<file path="config.mk">
export PLATFORM = sky130hd
export DESIGN_NAME = pdc_carry_pipe
export DESIGN_NICKNAME = d
export VERILOG_FILES = /design/src/rtl/pdc_pkg.sv /design/src/rtl/pdc_carry_pipe.sv
export SDC_FILE = /design/constraint.sdc
export NUM_CORES = 1
export LEC_CHECK = 0
export BUFFER_PORTS_ARGS = -buffer_cell sky130_fd_sc_hd__buf_4
export CAP_MARGIN = 20
export CORE_MARGIN = 1.5
export CORE_UTILIZATION = 48
export CTS_CLUSTER_SIZE = 12
export DETAILED_ROUTE_END_ITERATION = 16
export HOLD_SLACK_MARGIN = 0.02
export PLACE_DENSITY = 0.76
export SETUP_SLACK_MARGIN = 0.05
export SYNTH_ARGS = -nofsm -noshare
export SYNTH_HDL_FRONTEND = slang
export SYNTH_SLANG_ARGS = --single-unit
</file>
<file path="constraint.sdc">
create_clock -name i_clk -period 8.4 [get_ports i_clk]
set_input_delay 0.84 -clock i_clk [delete_from_list [all_inputs] [get_ports i_clk]]
set_output_delay 0.84 -clock i_clk [all_outputs]
set_load 0.01 [all_outputs]
</file>
<file path="src/rtl/pdc_pkg.sv">
package pdc_pkg;

    localparam int WORD_W     = 64;
    localparam int LIMB_W     = 32;
    localparam int HASH_LIMBS = 8;
    localparam int DIFF_LIMBS = 4;
    localparam int PROD_W     = 2 * LIMB_W;
    localparam int COLS       = HASH_LIMBS + DIFF_LIMBS;
    // a column holds up to eight limbs plus an incoming carry below 8
    localparam int CARRY_W    = 3;
    localparam int COL_W      = LIMB_W + CARRY_W;
    localparam int CHUNK      = 4;
    localparam int CFG_IDX_W  = 2;
    localparam int CFG_DATA_W = 64;

    localparam logic [CFG_IDX_W-1:0] REG_DIFF_LOW  = 2'd0;
    localparam logic [CFG_IDX_W-1:0] REG_DIFF_HIGH = 2'd1;

    typedef logic [LIMB_W-1:0]                               t_limb;
    typedef logic [CARRY_W-1:0]                              t_carry;
    typedef logic [HASH_LIMBS-1:0][DIFF_LIMBS-1:0][PROD_W-1:0] t_prods;
    typedef logic [COLS-1:0][COL_W-1:0]                      t_cols;
    typedef logic [CHUNK-1:0][COL_W-1:0]                     t_chunk;

    typedef struct packed {
        t_carry carry;
        logic   zero;
    } t_chunk_res;

    // Carry-propagate four columns; zero is set when all four result limbs are zero.
    function automatic t_chunk_res chunk_add(t_chunk c, t_carry cin);
        logic [COL_W-1:0] s;
        t_carry           cy;
        t_chunk_res       r;
        cy     = cin;
        r.zero = 1'b1;
        for (int k = 0; k < CHUNK; k++) begin
            s      = c[k] + COL_W'(cy);
            r.zero = r.zero & (s[LIMB_W-1:0] == '0);
            cy     = s[COL_W-1:LIMB_W];
        end
        r.carry = cy;
        return r;
    endfunction

endpackage

</file>
<file path="src/rtl/pdc_carry_pipe.sv">
module pdc_carry_pipe (
    input  logic           i_clk,
    input  logic           i_rst_n,
    input  logic           i_en,
    input  logic           i_valid,
    input  pdc_pkg::t_cols i_cols,
    output logic           o_valid,
    output logic           o_meets_target
);

    // stage 1 resolves columns 0..3, stage 2 columns 4..7, stage 3 columns 8..11
    logic                                              r_valid1;
    logic                                              r_valid2;
    logic                                              r_valid3;
    pdc_pkg::t_carry                                   r_carry1;
    pdc_pkg::t_carry                                   r_carry2;
    logic [2*pdc_pkg::CHUNK-1:0][pdc_pkg::COL_W-1:0]   r_cols1;
    pdc_pkg::t_chunk                                   r_cols2;
    logic                                              r_meets;
    pdc_pkg::t_chunk_res                               n_res1;
    pdc_pkg::t_chunk_res                               n_res2;
    pdc_pkg::t_chunk_res                               n_res3;
    pdc_pkg::t_chunk                                   w_in_lo;
    pdc_pkg::t_chunk                                   w_mid;

    assign w_in_lo = i_cols[pdc_pkg::CHUNK-1:0];
    assign w_mid   = r_cols1[pdc_pkg::CHUNK-1:0];

    always_comb begin
        n_res1 = pdc_pkg::chunk_add(w_in_lo, '0);
        n_res2 = pdc_pkg::chunk_add(w_mid, r_carry1);
        n_res3 = pdc_pkg::chunk_add(r_cols2, r_carry2);
    end

    always_ff @(posedge i_clk) begin
        if (!i_rst_n) begin
            r_valid1 <= 1'b0;
            r_valid2 <= 1'b0;
            r_valid3 <= 1'b0;
        end else if (i_en) begin
            r_valid1 <= i_valid;
            r_valid2 <= r_valid1;
            r_valid3 <= r_valid2;
        end
    end

    always_ff @(posedge i_clk) begin
        if (i_en) begin
            r_carry1 <= n_res1.carry;
            r_cols1  <= i_cols[pdc_pkg::COLS-1:pdc_pkg::CHUNK];
            r_carry2 <= n_res2.carry;
            r_cols2  <= r_cols1[2*pdc_pkg::CHUNK-1:pdc_pkg::CHUNK];
            // top 128 bits zero; carry out of the top column is always zero
            r_meets  <= n_res3.zero;
        end
    end

    assign o_valid        = r_valid3;
    assign o_meets_target = r_meets;

endmodule

</file>
==> flow_metrics.py, run 1 <==
metrics = {
    "worst_setup_path": {
        "critical_path.max_stage_delay_ns": 0.54,
        "maximum_net_fanout_on_the_critical_path": 5,
        "cp_data_required_time_ns": 8.79,
        "criticalPathCategory": "flip-flop to flip-flop",
        "worstSetupStartpointType": "flip-flop",
        "critical_path.endpoint_type": "flip-flop",
        "slowest_stage": "sky130_fd_sc_hd__or4_4",
        "timing.critical_path.arrival_ns": 8.35,
    },
    "floorplanning": {
        "design.die.area_um2": 36300,
        "core.rowCount": 68,
        "effective_utilization_at_floorplan_pct": 48.9,
        "floorplan.die.height_um": 191,
        "pin_count": 426,
        "core_um2": 34500,
        "die_w_um": 191,
    },
    "sta": {
        "tns_ns": 0,
        "fmax_ghz": 0.126,
        "worstMarginPinSlew_ns": 1.04,
        "timing_max_transition_violations_final": 0,
        "max_slew_margin_pct": 30.7,
        "hold_viol": 0,
        "post-route-min-period_ns": 7.96,
        "rsz0062_at_grt": "false",
        "final_worst_clock_skew_ns": 0.00909,
        "final-setup-viol-count": 0,
        "post-route-period-util_pct": 94.8,
    },
    "synthesis": {
        "synth_async_sr_flop_share_pct": 0,
        "post_synth_fa_ha_maj_area_fraction_pct": 2.40,
        "synth.area.mux_share_pct": 0.667,
        "ys_warn_count": 0,
        "yosysUniqueCellTypes": 64,
        "synth_simple_gate_area_share_pct": 11.7,
        "synth.net_count": 1499,
        "synth_enable_flop_cells": 421,
        "syn_area_per_cell_um2": 16.2,
        "yosys_register_bits": 424,
        "yosys_most_used_dff": "sky130_fd_sc_hd__edfxtp_1",
        "yosys.area_share.xor_xnor_pct": 4.46,
        "synth-compound-area-share_pct": 4.95,
        "synth_sequential_area_ratio_pct": 75.3,
        "synth.cell_area_um2": 16900,
        "synth_top_family_by_area": "simple AND/OR/NAND/NOR gates",
        "postSynthCellCount": 1045,
    },
    "flow_run": {
        "drv.max_cap_violation_count": 0,
    },
    "routing": {
        "drt-vias-per-instance": 5.46,
        "drt_wl_cell_um": 21.1,
        "wl_um": 41800,
        "drtPass1Iterations": 7,
        "via_count": 10836,
        "antenna_nets_post_route": 0,
        "drc": 0,
        "drt-initial-drc-count": 685,
    },
    "power": {
        "post-layout-total-power_uw": 4700,
        "p_leak_uw": 0.00813,
        "peakVddDrop_mv": 0.171,
        "power_per_cell_area_nw_per_um2": 214,
    },
    "global_routing": {
        "grt_antenna_before_repair": 1,
        "via_count_of_the_first_global_routing_pass": 10659,
        "grt-ovfl-total": 0,
        "grt_pass1_wl_um": 60700,
        "grt_util_all_layers_pct": 22.8,
        "grt_start_max_net_pins": 196,
    },
    "placement": {
        "port_buffers": 390,
        "placed_cells": 1921,
        "placement.cell_area_um2": 20600,
        "routabilityCongestion": 1.01,
        "dpl.hpwl_um": 31900,
    },
    "clocking": {
        "cts-hold-fix-buffers": 0,
        "cts_tree": "done",
        "cts_resized": 0,
        "cts_made_buffers": 43,
        "cts.sinks": 424,
        "clk_pin_slew_worst_paths_ns": 0.06,
        "postCtsSetupRepairBufs": 0,
        "htree_num_levels": 2,
        "cts-root-buf": "sky130_fd_sc_hd__clkbuf_16",
        "clk-insertion-delay-late_ns": 0.55,
        "cts_max_path_buffers": 3,
    },
    "min_path": {
        "worstHoldPathType": "flip-flop to flip-flop",
    },
    "finish": {
        "layoutNonFillerInstCount": 1986,
        "final_net_count": 1965,
        "final_area_um2": 22000,
        "flow.area_growth_from_synthesis_pct": 30.2,
        "fraction_of_layout_instances_using_a_drive_strength_above_1_pct": 32.7,
    },
    "status": {
        "status": "finished, final reports clean",
    },
}
## final timing paths
kind / start / slack [ns] / cells past startpoint / endpoint
worst max-delay path: r_carry2[0] / 0.44 / 36 / o_meets_target
worst min-delay path: r_cols1[275] / 0.41 / 0 / r_cols2[135]
worst max register to register: r_carry2[0] / 0.44 / 36 / o_meets_target
worst min register to register: r_cols1[275] / 0.41 / 0 / r_cols2[135]
## critical path, delay by kind of cell (launching register included)
| kind | cells | cell delay (ns) |
|---|---|---|
| buffers and inverters | 3 | 0.26 |
| adder cells (fa/ha/maj) | 8 | 2.30 |
| XOR/XNOR | 3 | 0.57 |
| flip-flops | 1 | 0.33 |
| AND/OR/NAND/NOR | 15 | 2.75 |
| AO/OA/AOI/OAI | 7 | 1.59 |
## flip-flops by register name, summed over array words and instances, names as in the netlist
register and cells:
r_cols2 137, o_valid 1, r_valid1 1, r_cols1 277
r_valid2 1, r_carry2 3, o_meets_target 1, r_carry1 3
## through the flow
step / setup WS (ns) / hold WS, ns / utilization (%)
after floorplan: 0.159 / 0.400 / -
after global placement: 0.278 / 0.404 / 59.8
after detailed placement: 0.185 / 0.405 / 59.8
after CTS: 0.117 / 0.415 / 63.4
after global routing: 0.0324 / 0.418 / 63.6
final: 0.438 / 0.415 / 63.6
## cell families (layout without fill, tap and decap cells)
family,Yosys count,after routing
AO/OA/AOI/OAI,119,119
adder cells (fa/ha/maj),30,30
flip-flops,424,424
other,0,1
multiplexers,11,11
XOR/XNOR,86,86
AND/OR/NAND/NOR,351,351
buffers and inverters,24,509
## routing by layer
layer / GRT usage (%) / share of wire (%) / vias up
met5: 0 / 0 / -
met4: 9.02 / 3.2 / 0
met3: 7.38 / 9.7 / 78
met2: 36.4 / 47 / 457
met1: 29.1 / 40 / 5176
li1: - / - / 5125
## Yosys cell counts, drive strengths merged (5+ instances only)
| master | instances | area (µm²) |
|---|---|---|
| edfxtp | 421 | 12600 |
| nand4 | 78 | 503 |
| nand2 | 71 | 277 |
| xnor2 | 43 | 377 |
| xor2 | 43 | 377 |
| nand3 | 38 | 190 |
| nor3 | 36 | 185 |
| nor2 | 34 | 128 |
| nor4 | 30 | 218 |
| ha | 26 | 325 |
| a21oi | 25 | 125 |
| o21ai | 21 | 105 |
| inv | 20 | 75.1 |
| and3 | 14 | 88.8 |
| and4 | 11 | 96.3 |
| mux2i | 9 | 90.1 |
| a21o | 7 | 52.6 |
| o2111ai | 7 | 67.6 |
| or4 | 7 | 53.8 |
| nor2b | 6 | 37.5 |
| nor4b | 6 | 52.6 |
| a31oi | 5 | 31.3 |
| and2 | 5 | 31.3 |
| nand3b | 5 | 37.5 |
| o211ai | 5 | 37.5 |
## area by class of cell
cell class	instances	area, µm²
Antenna cell	1	2.50
Timing Repair Buffer	424	3200
Clock buffer	56	1170
Clock inverter	8	83.8
Fill cell	2511	12600
Sequential cell	424	12700
Multi-Input combinational cell	597	4160
Tap cell	455	569
Inverter	21	78.8
## layout by cell type (no fill, tap or decap), drive strengths merged, types with 4 or more instances in the layout
master   netlist  routed
a31o           4       4
nand2         71      71
and3          14      14
nand3b         5       5
o211ai         5       5
nor2          34      34
clkbuf         3      56
or4            7       7
o31ai          4       4
nor4          30      30
and2           5       5
nor2b          6       6
fa             4       4
o21a           4       4
o32ai          4       4
nor3          36      36
nand4         78      78
inv           20      20
a21o           7       7
o21ai         21      21
edfxtp       421     421
nor4b          6       6
xor2          43      43
o2111ai        7       7
a21oi         25      25
nor3b          4       4
ha            26      26
nand3         38      38
mux2i          9       9
a31oi          5       5
and4          11      11
a211oi         4       4
xnor2         43      43
clkinv         1       7
buf            0     424
## power breakdown
part | total [µW] | internal [µW] | switching [µW]
clock network | 1730 | 1020 | 710
logic | 364 | 195 | 168
registers | 2600 | 2520 | 88.8
total | 4700 | 3730 | 967
(Power assumes the default switching activity.)
==> run 2, diff against run 1 <==
--- a/config.mk
+++ b/config.mk
@@ -5,10 +5,11 @@
 export SDC_FILE = /design/constraint.sdc
 export NUM_CORES = 1
 export LEC_CHECK = 0
+export ABC_AREA = 1
 export BUFFER_PORTS_ARGS = -buffer_cell sky130_fd_sc_hd__buf_4
 export CAP_MARGIN = 20
 export CORE_MARGIN = 1.5
-export CORE_UTILIZATION = 48
+export CORE_UTILIZATION = 49
 export CTS_CLUSTER_SIZE = 12
 export DETAILED_ROUTE_END_ITERATION = 16
 export HOLD_SLACK_MARGIN = 0.02
==> run 2 against run 1 <==
Compared with the run above:
- the flow now finishes with violations (setup timing)
- via count is 28% higher
- sequential share of layout area is 6.5 points lower
- power is 3.1% higher
- sequential power hardly changed
- critical path type unchanged
- die area is 7.5% higher
- synthesized cell count is 52% higher
- critical path depth is 32 higher
- first-iteration DRC count is 23% higher
- final area is 13% higher
- count of clock-buffer cells in the layout is 6 higher
- clock power is 2% higher
==> flow_metrics.py, run 2 <==
metrics = {
    "status": {
        "status": "complete, but fails checks",
        "failed_checks": "setup timing",
    },
    "placement": {
        "placement.cell_area_um2": 22800,
        "routabilityCongestion": 0.962,
        "dpl.hpwl_um": 40500,
        "port_buffers": 390,
        "detailedPlace.worstSlack_ns": -0.499,
    },
    "finish": {
        "largest_register_ffs": 277,
        "layout_common_cells": "sky130_fd_sc_hd__buf_4, sky130_fd_sc_hd__edfxtp_1, sky130_fd_sc_hd__nand2_1",
        "final_area_um2": 24700,
        "flow.area_growth_from_synthesis_pct": 33.4,
        "layout.core_utilization_pct": 66.0,
        "fraction_of_layout_instances_using_a_drive_strength_above_1_pct": 30.2,
        "top_regs": "r_cols1 (277), r_cols2 (137)",
        "final_net_count": 2616,
        "final_common_cell": "sky130_fd_sc_hd__buf_4",
        "largest-register": "r_cols1",
    },
    "power": {
        "post-layout-total-power_uw": 4850,
        "peakVddDrop_mv": 0.234,
        "power.internal_uw": 3730,
        "power_frac_seq_pct": 53.9,
        "switching_share_of_total_power_pct": 22.9,
        "comb_power_share_pct": 9.6,
        "net-switching-power_uw": 1110,
        "power_per_cell_area_nw_per_um2": 196,
        "p_leak_uw": 0.0101,
        "clock_power_share_pct": 36.6,
    },
    "clocking": {
        "clk_pin_slew_worst_paths_ns": 0.06,
        "cts_max_path_buffers": 3,
        "cts_tree": "done",
        "htree_num_levels": 2,
        "cts_made_buffers": 44,
        "clk-insertion-delay-late_ns": 0.59,
        "cts-hold-fix-buffers": 0,
        "cts-root-buf": "sky130_fd_sc_hd__clkbuf_16",
        "cts.sinks": 424,
    },
    "synthesis": {
        "yosys.area.top_type_share_pct": 68.2,
        "synth.net_count": 2038,
        "synth_top_family_by_area": "simple AND/OR/NAND/NOR gates",
        "ys_warn_count": 0,
        "synth-compound-area-share_pct": 1.96,
        "synth_enable_flop_cells": 421,
        "post_synth_fa_ha_maj_area_fraction_pct": 2.19,
        "yosys_most_used_dff": "sky130_fd_sc_hd__edfxtp_1",
        "synth.cells.most_frequent": "sky130_fd_sc_hd__edfxtp_1, sky130_fd_sc_hd__nand2_1, sky130_fd_sc_hd__inv_1",
        "synth.cell_area_um2": 18500,
        "synth_sequential_area_ratio_pct": 68.5,
        "synth_simple_gate_area_share_pct": 20.4,
        "postSynthCellCount": 1584,
        "yosys_register_bits": 424,
        "ys_top_cells_by_area": "sky130_fd_sc_hd__edfxtp_1, sky130_fd_sc_hd__nand2_1, sky130_fd_sc_hd__inv_1, sky130_fd_sc_hd__nor2_1, sky130_fd_sc_hd__nand4_1",
        "yosysTopAreaCell": "sky130_fd_sc_hd__edfxtp_1",
        "synth.area.mux_share_pct": 0,
        "syn_area_per_cell_um2": 11.7,
        "synthMostInstantiatedCell": "sky130_fd_sc_hd__edfxtp_1",
        "synth_async_sr_flop_share_pct": 0,
        "yosys.area_share.xor_xnor_pct": 3.45,
        "yosysUniqueCellTypes": 39,
    },
    "worst_setup_path": {
        "timing.critical_path.mode_cell": "sky130_fd_sc_hd__buf_4",
        "maximum_net_fanout_on_the_critical_path": 3,
        "timing.critical_path.arrival_ns": 9.09,
        "crit_path_start": "r_carry2[0]",
        "worstSetupStartpointType": "flip-flop",
        "r2r_slack_ns": -0.26,
        "reg2reg_from": "r_carry2[0]",
        "critical_path.endpoint_type": "flip-flop",
        "critical_path.max_stage_delay_ns": 0.37,
        "criticalPathCategory": "flip-flop to flip-flop",
        "slowest_stage": "sky130_fd_sc_hd__fa_2",
        "cp_data_required_time_ns": 8.83,
    },
    "global_routing": {
        "grt_util_met2_pct": 46.7,
        "grt-ovfl-total": 0,
        "layer_carrying_the_most_global_route_usage": "met2",
        "grt_pass1_wl_um": 77600,
        "grt_start_max_net_pins": 139,
        "via_count_of_the_first_global_routing_pass": 13926,
        "use_met1_pct": 32.8,
        "met3_usage_pct": 5.75,
        "grt_util_all_layers_pct": 26.8,
        "grt_antenna_before_repair": 3,
    },
    "min_path": {
        "hold_start": "r_cols1[142]",
        "worstHoldPathType": "flip-flop to flip-flop",
    },
    "floorplanning": {
        "effective_utilization_at_floorplan_pct": 49.4,
        "die_w_um": 197,
        "core_um2": 37500,
        "floorplan.die.height_um": 197,
        "core.rowCount": 71,
        "pin_count": 426,
        "design.die.area_um2": 39000,
    },
    "routing": {
        "drc": 0,
        "antenna_nets_post_route": 0,
        "drt_wl_cell_um": 19.4,
        "wl_um": 52600,
        "via_count": 13923,
        "drt-vias-per-instance": 5.15,
        "drtPass1Iterations": 8,
        "drt-initial-drc-count": 840,
    },
    "flow_run": {
        "drv.max_cap_violation_count": 0,
    },
    "sta": {
        "rsz0062_at_grt": "true",
        "worstMarginPinSlew_ns": 1.02,
        "max_slew_margin_pct": 31.7,
        "minimum_setup_slack_in_the_final_design_ns": -0.257,
        "fmax_ghz": 0.116,
        "final_worst_clock_skew_ns": 0.0148,
        "final-setup-viol-count": 1,
        "hold_viol": 0,
        "hold_ws_ns": 0.415,
        "timing_max_transition_violations_final": 0,
        "post-route-min-period_ns": 8.66,
        "post-route-period-util_pct": 103,
    },
}
## run 2: cell count changes after synthesis, sizes merged, moves of 7 or more
cell | previous run | this run
and3 | 14 | 5
and4 | 11 | 0
inv | 20 | 173
mux2i | 9 | 0
nand2 | 71 | 336
nand3 | 38 | 101
nand4 | 78 | 100
nor2 | 34 | 178
nor3 | 36 | 46
nor4 | 30 | 37
or4 | 7 | 0
xnor2 | 43 | 18
xor2 | 43 | 55
## run 2: repair_timing
action | in CTS | in global routing
endpoints found under the setup margin | 1 | 1
setup buffers | 32 | 20
pin swaps | 10 | 51
gates resized for setup | 11 | 52
## run 2: worst max-delay path, delay by kind of cell (launching register included)
kind | cells | cell delay [ns]
AND/OR/NAND/NOR | 37 | 3.77
buffers and inverters | 24 | 2.81
adder cells (fa/ha/maj) | 4 | 1.16
flip-flops | 1 | 0.34
XOR/XNOR | 2 | 0.32
AO/OA/AOI/OAI | 1 | 0.05
## run 2: layout make-up
cell class / count / area (µm²)
flip-flops and latches: 424 / 12700
diodes: 2 / 5.00
inverters: 173 / 649
clock buffers: 62 / 1190
clock inverters: 13 / 95.1
repair buffers: 532 / 4020
well taps: 511 / 639
multi-input cells: 987 / 5430
fillers: 2774 / 12800
## run 2: metal layers
metal / routed length, µm / vias to the layer above
met3: 3420 / 94
met4: 1670 / 2
met2: 26400 / 524
li1: - / 6774
met1: 21000 / 6529
met5: 12 / -
## run 2: path summary, 6_finish.rpt
check | to | depth (start not counted)
min reg2reg | r_cols2[2] | 0
max reg2reg | o_meets_target | 68
min | r_cols2[2] | 0
max | o_meets_target | 68
## run 2: cells by family after synthesis
kind of cell | after synthesis
and+or+nand+nor | 819
buffers and inverters | 173
AOI/OAI and AO/OA | 65
adders and majority gates | 30
xor gates and xnor gates | 73
DFF | 424
## run 2: metrics by stage
| step | cells | TNS, ns |
|---|---|---|
| global route | 2704 | -0.860 |
| floorplan | 1584 | 0 |
| global placement | 2578 | -0.332 |
| finish | 2704 | -0.257 |
| CTS | 2685 | -0.304 |
| detailed placement | 2578 | -0.499 |
## run 2: power by group through the flow
stage / sequential [µW] / clock, µW / combinational (µW)
3_5_place_dp: 2650 / 0 / 441
4_1_cts: 2610 / 1810 / 448
2_1_floorplan: 2610 / 0 / 162
6_report: 2610 / 1770 / 464
3_3_place_gp: 2650 / 0 / 434
5_1_grt: 2620 / 1890 / 508
